[config.mk]
export PLATFORM = sky130hd
export DESIGN_NAME = pid_fader_motor_drive
export DESIGN_NICKNAME = d
export VERILOG_FILES = /design/src/rtl/core/pfmd_pkg.sv /design/src/rtl/core/pfmd_div.sv /design/src/rtl/core/pid_fader_motor_drive.sv
export SDC_FILE = /design/constraint.sdc
export NUM_CORES = 1
export LEC_CHECK = 0
export BUFFER_PORTS_ARGS = -buffer_cell sky130_fd_sc_hd__buf_2
export CAP_MARGIN = 40
export CELL_PAD_IN_SITES_DETAIL_PLACEMENT = 1
export CELL_PAD_IN_SITES_GLOBAL_PLACEMENT = 1
export CORE_MARGIN = 2
export CORE_UTILIZATION = 52
export DETAILED_ROUTE_END_ITERATION = 8
export PLACE_DENSITY_LB_ADDON = 0.1
export REMOVE_ABC_BUFFERS = 1
export SLEW_MARGIN = 20
export SYNTH_ARGS = -nofsm -noshare
export SYNTH_HDL_FRONTEND = slang
export SYNTH_SLANG_ARGS = --single-unit
[constraint.sdc]
create_clock -name i_clk -period 12.09 [get_ports i_clk]
set_input_delay 1.209 -clock i_clk [delete_from_list [all_inputs] [get_ports i_clk]]
set_output_delay 1.209 -clock i_clk [all_outputs]
set_load 0.05 [all_outputs]
[src/rtl/core/pfmd_pkg.sv]
// Shared constants and types for the PID fader motor drive.
package pfmd_pkg;

    // Position width default
    localparam int POSITION_BITS_DEF = 10;

    // Configuration register indexes
    localparam int CFG_IDX_W = 3;
    localparam logic [CFG_IDX_W-1:0] REG_PROP_GAIN    = 3'd0;
    localparam logic [CFG_IDX_W-1:0] REG_INTEG_GAIN   = 3'd1;
    localparam logic [CFG_IDX_W-1:0] REG_DERIV_GAIN   = 3'd2;
    localparam logic [CFG_IDX_W-1:0] REG_GAIN_SETTING = 3'd3;
    localparam logic [CFG_IDX_W-1:0] REG_INTEG_LIMIT  = 3'd4;
    localparam logic [CFG_IDX_W-1:0] REG_MAX_DUTY     = 3'd5;

    // Register widths
    localparam int CFG_DATA_W = 13;
    localparam int PGAIN_W    = 12;
    localparam int IGAIN_W    = 12;
    localparam int DGAIN_W    = 13;
    localparam int GSET_W     = 7;
    localparam int LIMIT_W    = 10;
    localparam int DUTY_W     = 10;

    // Register reset values
    localparam logic [PGAIN_W-1:0] PGAIN_RST  = 12'd1000;
    localparam logic [IGAIN_W-1:0] IGAIN_RST  = 12'd1;
    localparam logic [DGAIN_W-1:0] DGAIN_RST  = 13'd4000;
    localparam logic [GSET_W-1:0]  GSET_RST   = 7'd75;
    localparam logic [LIMIT_W-1:0] LIMIT_RST  = 10'd500;
    localparam logic [DUTY_W-1:0]  DUTY_RST   = 10'd1023;

    // Divisor is DIV_BASE minus the gain setting, setting capped at GAIN_MAX
    localparam logic [GSET_W-1:0] DIV_BASE = 7'd101;
    localparam logic [GSET_W-1:0] GAIN_MAX = 7'd100;

    // Three PID terms share one multiplier
    localparam int NUM_TERMS = 3;

    // Integral storage: limit magnitude plus sign
    localparam int INTEG_W = LIMIT_W + 1;

    // Widest gain width; zero-extended into the signed multiplier operand
    localparam int COEF_W = DGAIN_W;

    // Result fields, lowest bit first
    localparam int SPEED_W    = 26;
    localparam int OUT_DOWN_LO  = 0;
    localparam int OUT_UP_LO    = OUT_DOWN_LO + DUTY_W;
    localparam int OUT_EN_BIT   = OUT_UP_LO + DUTY_W;
    localparam int OUT_SPEED_LO = OUT_EN_BIT + 1;
    localparam int OUT_FIELDS_W = OUT_SPEED_LO + SPEED_W;
    localparam int OUT_TDATA_W  = ((OUT_FIELDS_W + 7) / 8) * 8;

    // Divider status toward the sequencer
    typedef struct packed {
        logic busy;
        logic done;
    } t_div_stat;

endpackage

[src/rtl/core/pfmd_div.sv]
// Bit-serial restoring divider: unsigned dividend by a 7-bit divisor.
module pfmd_div #(
    parameter int WIDTH = 27
) (
    input  logic                          i_clk,
    input  logic                          i_rst_n,
    input  logic                          i_start,
    input  logic [WIDTH-1:0]              i_dividend,
    input  logic [pfmd_pkg::GSET_W-1:0]   i_divisor,
    output pfmd_pkg::t_div_stat           o_stat,
    output logic [WIDTH-1:0]              o_quot
);

    localparam int CNT_W = $clog2(WIDTH + 1);
    localparam int DV_W  = pfmd_pkg::GSET_W;

    logic [WIDTH-1:0] r_q;
    logic [DV_W-1:0]  r_rem;
    logic [DV_W-1:0]  r_d;
    logic [CNT_W-1:0] r_cnt;
    logic             r_busy;
    logic             r_done;

    logic [DV_W:0]    trial;
    logic             ge;
    logic [DV_W:0]    diff;

    // One quotient bit per cycle
    always_comb begin
        trial = {r_rem, r_q[WIDTH-1]};
        ge    = (trial >= {1'b0, r_d});
        diff  = trial - {1'b0, r_d};
    end

    // Control
    always_ff @(posedge i_clk) begin
        if (!i_rst_n) begin
            r_busy <= 1'b0;
            r_done <= 1'b0;
            r_cnt  <= '0;
        end else begin
            r_done <= 1'b0;
            if (i_start) begin
                r_busy <= 1'b1;
                r_cnt  <= '0;
            end else if (r_busy) begin
                r_cnt <= r_cnt + 1'b1;
                if (r_cnt == CNT_W'(WIDTH - 1)) begin
                    r_busy <= 1'b0;
                    r_done <= 1'b1;
                end
            end
        end
    end

    // Datapath: dividend shifts out the top while quotient bits shift in
    always_ff @(posedge i_clk) begin
        if (i_start) begin
            r_q   <= i_dividend;
            r_rem <= '0;
            r_d   <= i_divisor;
        end else if (r_busy) begin
            r_q   <= {r_q[WIDTH-2:0], ge};
            r_rem <= ge ? diff[DV_W-1:0] : trial[DV_W-1:0];
        end
    end

    assign o_stat.busy = r_busy;
    assign o_stat.done = r_done;
    assign o_quot      = r_q;

endmodule

[src/rtl/core/pid_fader_motor_drive.sv]
// PID fader motor drive: error terms, shared MAC, serial divide, duty drive.
//
//  channel | dir | handshake                         | contents
//  s_axis  | in  | s_axis_tvalid / s_axis_tready     | goal, position, gating flags
//  m_axis  | out | m_axis_tvalid / m_axis_tready     | duties, enable, speed
//  cfg     | in  | i_cfg_we (no wait)                | i_cfg_idx, i_cfg_data
//
// Each item, after its transfer, passes the shared multiplier for the three
// terms with the product registered before the add, then a divider load, the
// divider steps (one quotient bit each), the divider done flag and the forming
// of the result. The bit-serial divider dominates; the sequencer is back in
// idle as the result is registered, and the next transfer can follow then.
// s_axis_tready is high only while the sequencer is idle; a result waits in
// the output register and the next item is taken meanwhile. Reset is
// synchronous, clears the integral and previous error and reloads the config
// defaults.
module pid_fader_motor_drive #(
    parameter int POSITION_BITS = pfmd_pkg::POSITION_BITS_DEF
) (
    input  logic                                i_clk,
    input  logic                                i_rst_n,
    // tdata: goal, position, fader_ready, local_touch, host_motors_off,
    //        settle_expired, zero fill
    input  logic                                s_axis_tvalid,
    output logic                                s_axis_tready,
    input  logic [((2*POSITION_BITS+4+7)/8)*8-1:0] s_axis_tdata,
    // tdata: duty_down, duty_up, motor_enable, speed, zero fill
    output logic                                m_axis_tvalid,
    input  logic                                m_axis_tready,
    output logic [pfmd_pkg::OUT_TDATA_W-1:0]    m_axis_tdata,
    input  logic                                i_cfg_we,
    input  logic [pfmd_pkg::CFG_IDX_W-1:0]      i_cfg_idx,
    input  logic [pfmd_pkg::CFG_DATA_W-1:0]     i_cfg_data
);

    localparam int PB     = POSITION_BITS;
    localparam int ERR_W  = PB + 1;
    localparam int DERR_W = PB + 2;
    localparam int IW     = pfmd_pkg::INTEG_W;
    localparam int ISUM_W = ((ERR_W > IW) ? ERR_W : IW) + 1;
    localparam int OP_W   = (DERR_W > IW) ? DERR_W : IW;
    localparam int PROD_W = pfmd_pkg::COEF_W + 1 + OP_W;
    localparam int SUM_W  = PROD_W + 1;
    localparam int STEP_W = $clog2(pfmd_pkg::NUM_TERMS + 1);
    localparam int SW     = pfmd_pkg::SPEED_W;
    localparam int DW     = pfmd_pkg::DUTY_W;

    localparam logic [SUM_W-1:0] MAG_POS_MAX = SUM_W'((64'd1 << (SW - 1)) - 64'd1);
    localparam logic [SUM_W-1:0] MAG_NEG_MAX = SUM_W'(64'd1 << (SW - 1));
    localparam logic [SUM_W-1:0] DEADBAND    = SUM_W'(1);

    // Sequencer states
    localparam logic [2:0] ST_IDLE  = 3'd0;
    localparam logic [2:0] ST_MAC   = 3'd1;
    localparam logic [2:0] ST_DLOAD = 3'd2;
    localparam logic [2:0] ST_DIV   = 3'd3;
    localparam logic [2:0] ST_FIN   = 3'd4;

    // ---------------- configuration registers ----------------
    logic [pfmd_pkg::PGAIN_W-1:0] r_prop_gain;
    logic [pfmd_pkg::IGAIN_W-1:0] r_integ_gain;
    logic [pfmd_pkg::DGAIN_W-1:0] r_deriv_gain;
    logic [pfmd_pkg::GSET_W-1:0]  r_gain_setting;
    logic [pfmd_pkg::LIMIT_W-1:0] r_integ_limit;
    logic [pfmd_pkg::DUTY_W-1:0]  r_max_duty;

    always_ff @(posedge i_clk) begin
        if (!i_rst_n) begin
            r_prop_gain    <= pfmd_pkg::PGAIN_RST;
            r_integ_gain   <= pfmd_pkg::IGAIN_RST;
            r_deriv_gain   <= pfmd_pkg::DGAIN_RST;
            r_gain_setting <= pfmd_pkg::GSET_RST;
            r_integ_limit  <= pfmd_pkg::LIMIT_RST;
            r_max_duty     <= pfmd_pkg::DUTY_RST;
        end else if (i_cfg_we) begin
            unique case (i_cfg_idx)
                pfmd_pkg::REG_PROP_GAIN:
                    r_prop_gain <= i_cfg_data[pfmd_pkg::PGAIN_W-1:0];
                pfmd_pkg::REG_INTEG_GAIN:
                    r_integ_gain <= i_cfg_data[pfmd_pkg::IGAIN_W-1:0];
                pfmd_pkg::REG_DERIV_GAIN:
                    r_deriv_gain <= i_cfg_data[pfmd_pkg::DGAIN_W-1:0];
                pfmd_pkg::REG_GAIN_SETTING:
                    r_gain_setting <= i_cfg_data[pfmd_pkg::GSET_W-1:0];
                pfmd_pkg::REG_INTEG_LIMIT:
                    r_integ_limit <= i_cfg_data[pfmd_pkg::LIMIT_W-1:0];
                pfmd_pkg::REG_MAX_DUTY:
                    r_max_duty <= i_cfg_data[pfmd_pkg::DUTY_W-1:0];
                default: ;
            endcase
        end
    end

    // ---------------- input unpacking ----------------
    logic [PB-1:0] in_goal;
    logic [PB-1:0] in_pos;
    logic          in_ready;
    logic          in_touch;
    logic          in_host_off;
    logic          in_settled;

    assign in_goal     = s_axis_tdata[PB-1:0];
    assign in_pos      = s_axis_tdata[2*PB-1:PB];
    assign in_ready    = s_axis_tdata[2*PB];
    assign in_touch    = s_axis_tdata[2*PB+1];
    assign in_host_off = s_axis_tdata[2*PB+2];
    assign in_settled  = s_axis_tdata[2*PB+3];

    // ---------------- sequencer and state ----------------
    logic [2:0]              r_state;
    logic [2:0]              n_state;
    logic [STEP_W-1:0]       r_step;
    logic signed [ERR_W-1:0] r_prev_err;
    logic signed [IW-1:0]    r_integ;
    logic signed [ERR_W-1:0] r_err;
    logic signed [DERR_W-1:0] r_derr;
    logic                    r_allow;
    logic [pfmd_pkg::GSET_W-1:0] r_divisor;
    logic signed [PROD_W-1:0] r_prod;
    logic signed [SUM_W-1:0]  r_acc;
    logic                    r_neg;
    logic                    r_out_valid;
    logic [pfmd_pkg::OUT_TDATA_W-1:0] r_out_data;

    logic                    in_xfer;
    logic                    out_free;

    assign s_axis_tready = (r_state == ST_IDLE);
    assign in_xfer       = s_axis_tvalid && s_axis_tready;
    assign out_free      = !r_out_valid || m_axis_tready;

    pfmd_pkg::t_div_stat     div_stat;
    logic [SUM_W-1:0]        div_quot;
    logic [SUM_W-1:0]        acc_mag;

    // Error, clamped integral and error change, formed at the transfer
    logic signed [ERR_W-1:0]  err;
    logic signed [ISUM_W-1:0] isum;
    logic signed [ISUM_W-1:0] ilim;
    logic signed [IW-1:0]     integ_next;
    logic signed [DERR_W-1:0] derr;
    logic [pfmd_pkg::GSET_W-1:0] gain_cap;

    always_comb begin
        err  = $signed({1'b0, in_goal}) - $signed({1'b0, in_pos});
        isum = ISUM_W'(r_integ) + ISUM_W'(err);
        ilim = $signed(ISUM_W'({1'b0, r_integ_limit}));
        if (isum > ilim) begin
            integ_next = IW'(ilim);
        end else if (isum < -ilim) begin
            integ_next = IW'(-ilim);
        end else begin
            integ_next = IW'(isum);
        end
        derr     = DERR_W'(err) - DERR_W'(r_prev_err);
        gain_cap = (r_gain_setting > pfmd_pkg::GAIN_MAX) ? pfmd_pkg::GAIN_MAX
                                                         : r_gain_setting;
    end

    // Shared multiplier operand select
    logic [pfmd_pkg::COEF_W-1:0] mul_coef;
    logic signed [OP_W-1:0]      mul_op;
    logic signed [PROD_W-1:0]    mul_out;

    always_comb begin
        case (r_step)
            STEP_W'(0): begin
                mul_coef = pfmd_pkg::COEF_W'(r_prop_gain);
                mul_op   = OP_W'(r_err);
            end
            STEP_W'(1): begin
                mul_coef = pfmd_pkg::COEF_W'(r_integ_gain);
                mul_op   = OP_W'(r_integ);
            end
            STEP_W'(2): begin
                mul_coef = r_deriv_gain;
                mul_op   = OP_W'(r_derr);
            end
            default: begin
                mul_coef = '0;
                mul_op   = '0;
            end
        endcase
        mul_out = $signed({1'b0, mul_coef}) * mul_op;
    end

    // Next-state logic
    always_comb begin
        n_state = r_state;
        unique case (r_state)
            ST_IDLE:  if (in_xfer) n_state = ST_MAC;
            ST_MAC:   if (r_step == STEP_W'(pfmd_pkg::NUM_TERMS)) n_state = ST_DLOAD;
            ST_DLOAD: n_state = ST_DIV;
            ST_DIV:   if (div_stat.done) n_state = ST_FIN;
            ST_FIN:   if (out_free) n_state = ST_IDLE;
            default:  n_state = ST_IDLE;
        endcase
    end

    always_ff @(posedge i_clk) begin
        if (!i_rst_n) begin
            r_state    <= ST_IDLE;
            r_step     <= '0;
            r_prev_err <= '0;
            r_integ    <= '0;
        end else begin
            r_state <= n_state;
            if (in_xfer) begin
                r_prev_err <= err;
                r_integ    <= integ_next;
                r_step     <= '0;
            end else if (r_state == ST_MAC) begin
                r_step <= r_step + 1'b1;
            end
        end
    end

    // Item payload and multiply-accumulate; product registered before the add
    always_ff @(posedge i_clk) begin
        if (in_xfer) begin
            r_err     <= err;
            r_derr    <= derr;
            r_allow   <= !in_ready || (!in_touch && !in_host_off && !in_settled);
            r_divisor <= pfmd_pkg::DIV_BASE - gain_cap;
            r_acc     <= '0;
        end else if (r_state == ST_MAC) begin
            r_prod <= mul_out;
            if (r_step != '0) begin
                r_acc <= r_acc + SUM_W'(r_prod);
            end
        end
        if (r_state == ST_DLOAD) begin
            r_neg <= r_acc[SUM_W-1];
        end
    end

    // Magnitude of the sum; the divider truncates it, sign goes back after
    assign acc_mag = r_acc[SUM_W-1] ? SUM_W'(-r_acc) : SUM_W'(r_acc);

    pfmd_div #(
        .WIDTH (SUM_W)
    ) u_div (
        .i_clk      (i_clk),
        .i_rst_n    (i_rst_n),
        .i_start    (r_state == ST_DLOAD),
        .i_dividend (acc_mag),
        .i_divisor  (r_divisor),
        .o_stat     (div_stat),
        .o_quot     (div_quot)
    );

    // Saturate, deadband and duty drive
    logic [SUM_W-1:0] mag_sat;
    logic [SW-1:0]    speed;
    logic             active;
    logic [DW-1:0]    duty;
    logic [DW-1:0]    duty_down;
    logic [DW-1:0]    duty_up;

    always_comb begin
        if (r_neg) begin
            mag_sat = (div_quot > MAG_NEG_MAX) ? MAG_NEG_MAX : div_quot;
        end else begin
            mag_sat = (div_quot > MAG_POS_MAX) ? MAG_POS_MAX : div_quot;
        end
        speed     = r_neg ? SW'(-mag_sat) : SW'(mag_sat);
        active    = r_allow && (mag_sat > DEADBAND);
        duty      = (mag_sat > SUM_W'(r_max_duty)) ? r_max_duty : mag_sat[DW-1:0];
        duty_down = (active && r_neg)  ? duty : '0;
        duty_up   = (active && !r_neg) ? duty : '0;
    end

    // Output register
    always_ff @(posedge i_clk) begin
        if (!i_rst_n) begin
            r_out_valid <= 1'b0;
        end else if (r_state == ST_FIN && out_free) begin
            r_out_valid <= 1'b1;
        end else if (m_axis_tready) begin
            r_out_valid <= 1'b0;
        end
    end

    always_ff @(posedge i_clk) begin
        if (r_state == ST_FIN && out_free) begin
            r_out_data <= pfmd_pkg::OUT_TDATA_W'({speed, active, duty_up, duty_down});
        end
    end

    assign m_axis_tvalid = r_out_valid;
    assign m_axis_tdata  = r_out_data;

endmodule

==> out/summary.txt <==
Layout cells sized above 1 = 8.09%
Via count = 17300
Status = complete, no violations
Post-route cell area = 0.0229 mm²
DRT Pass-1 Iters = 5
H-tree Lvls = 1
Yosys warns = 0
IO Port Bufs = 93
Synth area leaders = edfxtp_1 (20%), dfxtp_1 (13%), fa_1 (11%), ha_1 (11%), nand2_1 (7.5%)
Detail Route Antenna Nets = 0
CP Data Arrival Time = 7.97 ns
Synthesized area = 0.0208 mm²
Slowest CP cell = a222oi_1
Routed len/inst = 20.3 µm
Synth area leader = edfxtp_1
Max-slew violations = 0
Overflow after GRT = 0
TritonCTS clock tree = done
Synth cell count leaders = nand2_1 (413), inv_1 (249), ha_1 (185)
Total power = 5.30 mW
Clock Skew = 0.0277 ns
Hold_ws = 0.424 ns
Largest net degree at the start of global routing = 57
Routability cong. = 0.934
Final Util = 57.8%
Final hold vios = 0
CP Class = reg2reg
Die Wd = 204 µm
Final setup fails = 0
RSZ-0062 raised after global routing = false
Clk_lat worst skew = 0.60 ns
Crit-path most repeated cell = fa_1
Fill cells = 4643
Hold Buf Count CTS = 0
Worst hold path type = reg2reg
Clock Pin Slew Worst Setup and Hold Paths = 0.07 ns
Crit-path max cell delay = 0.64 ns
DRC Markers = 0
Core area = 0.0395 mm²
Pwr/cell area = 232 mW/mm²
# placed instances = 2934
Seq/Total Area, Yosys = 32.9%
Crit end category = flip-flop
Req. time, crit path = 12.42 ns
Worst slew margin = 24.3%
Unique masters post-synth = 71
Initial antenna violation count = 0
Post-CTS sizing = 0
Layout area overhead = 10.1%
IO Pins = 95
Antenna diodes = 0
CP max FO = 15
Worst-margin pin slew = 1.13 ns
Main synth FF type = edfxtp_1
Vias in the first global route = 18400
Seq cells post-synth = 272
Max cap viols = 0
GRT Resource Usage Total = 30.0%
Die Area = 0.0415 mm²
P_leak = 10.2 nW
Yosys top cell area share = 20.1%
Post-CTS Setup Inserts = 0
DIE HEIGHT = 204 µm
Count leader, synth = nand2_1
Setup WS post-layout = 4.45 ns
Asr flop ratio synth = 0%
Post-route insts no fill = 2996
Fmax = 131 MHz
Num rows = 73
Drt first-iter violations = 946
Routed WL = 60.9 mm
VDD IR-drop max = 260 µV
Seq. cell area = 0.00684 mm²
Clock root buffer = clkbuf_16
CP cell instances = inv_1, ha_1, buf_6, a222oi_1, nor2_1, nand2_1, fa_1, fa_1, fa_1, inv_1, fa_1, inv_1, fa_1, inv_1, ha_1, a21oi_1, nor2b_1, a311o_1, o311ai_0, a21oi_1, a41oi_1, a21oi_1, a211oi_1, xnor2_1
Number of synthesized flops with an enable pin = 139
Cell count after synthesis = 2384
DP Area = 0.0218 mm²
Startpoint type of the worst setup path = flip-flop
Clock sink count = 272
Routed vias/inst = 5.79
Multi-input gate area = 0.0126 mm²
First-pass GRT wire length = 98.9 mm
Place WS = 4.47 ns
Crit share post-route = 63.2%
Min Tclk post-route = 7.64 ns
Mean post-synth cell area = 8.71 µm²
Setup_tns = 0 ns
Hpwl dp = 46.9 mm
Clock buffer count from CTS = 31
Nets = 2792
Clk buf depth = 3
Initial Util = 52.5%
## cell families (layout without fill, tap and decap cells)
logic type      after synthesis  after routing  synth area share [%]
compound gates              489            489                  14.6
xor+xnor                    104            104                  4.39
fa+ha+maj                   301            301                  22.3
buf+inv                     341            428                  6.23
flops                       272            272                  32.9
mux                          27             27                  1.33
other cells                   1              1                0.0181
simple gates                849            849                  18.1
## sequential cells by signal, indices dropped and copies added, names as in the netlist, 10 cells and up
signal	count
r_max_duty	10
r_derr	12
r_prod	26
r_acc	27
r_integ_gain	12
m_axis_tdata	47
r_integ	11
r_prop_gain	12
r_deriv_gain	13
u_div.o_quot	27
r_integ_limit	10
r_prev_err	11
r_err	11
## power by group
group	internal (mW)	total (mW)	switching, mW
Clock	0.564	0.974	0.410
Combinational	1.26	3.07	1.81
Sequential	1.18	1.26	0.0784
Total	3.00	5.30	2.30
## final cells by class
type / instances / area share [%]
clock inverter: 13 / 0.553
timing repair buffer: 119 / 3.15
clock buffer: 45 / 4.08
sequential: 272 / 29.9
multi-input combinational: 1771 / 55.3
inverter: 251 / 4.12
tap: 525 / 2.87
## worst max-delay path, delay by kind of cell, from the launching register on
family	cells	cell delay (ns)
buf+inv	5	0.47
simple gates	3	0.62
flops	1	0.41
fa+ha+maj	7	3.22
xor+xnor	1	0.09
compound gates	8	2.55
## placed cells by master (no fill, tap or decap), types with 16 or more instances in the layout
cell and instances:
edfxtp_1 139, o21ai_0 118, fa_1 116, a211oi_1 17, xor2_1 51, nor2b_1 28, nor3_1 36, mux2i_1 22
o211ai_1 27, clkbuf_16 35, ha_1 185, a22oi_1 16, nand3_1 46, xnor2_1 53, o21a_1 19, buf_2 93
nand2_1 413, inv_1 249, and2_1 21, buf_4 18, a21o_1 29, nor2_1 183, dfxtp_1 133, nand2b_1 33
a21oi_1 167
## worst paths after layout
check                                             from                     end  slack [ns]  cells past startpoint
worst max-delay path            r_step[0]$_SDFFE_PP0P_    r_prod[23]$_DFFE_PP_        4.45                     24
worst min-delay path            r_divisor[1]$_DFFE_PP_  u_div.r_d[1]$_DFFE_PP_        0.42                      0
worst max register to register  r_step[0]$_SDFFE_PP0P_    r_prod[23]$_DFFE_PP_        4.45                     24
worst min register to register  r_divisor[1]$_DFFE_PP_  u_div.r_d[1]$_DFFE_PP_        0.42                      0
## routing by layer
metal | vias up | share of wire [%] | track usage (%)
met5 | - | 0 | 0
met4 | 0 | 2.6 | 8.63
met3 | 105 | 4.1 | 2.84
met2 | 366 | 49 | 52.8
met1 | 8611 | 44 | 39.2
li1 | 8251 | - | -
Power figures use the tool's default switching activity.
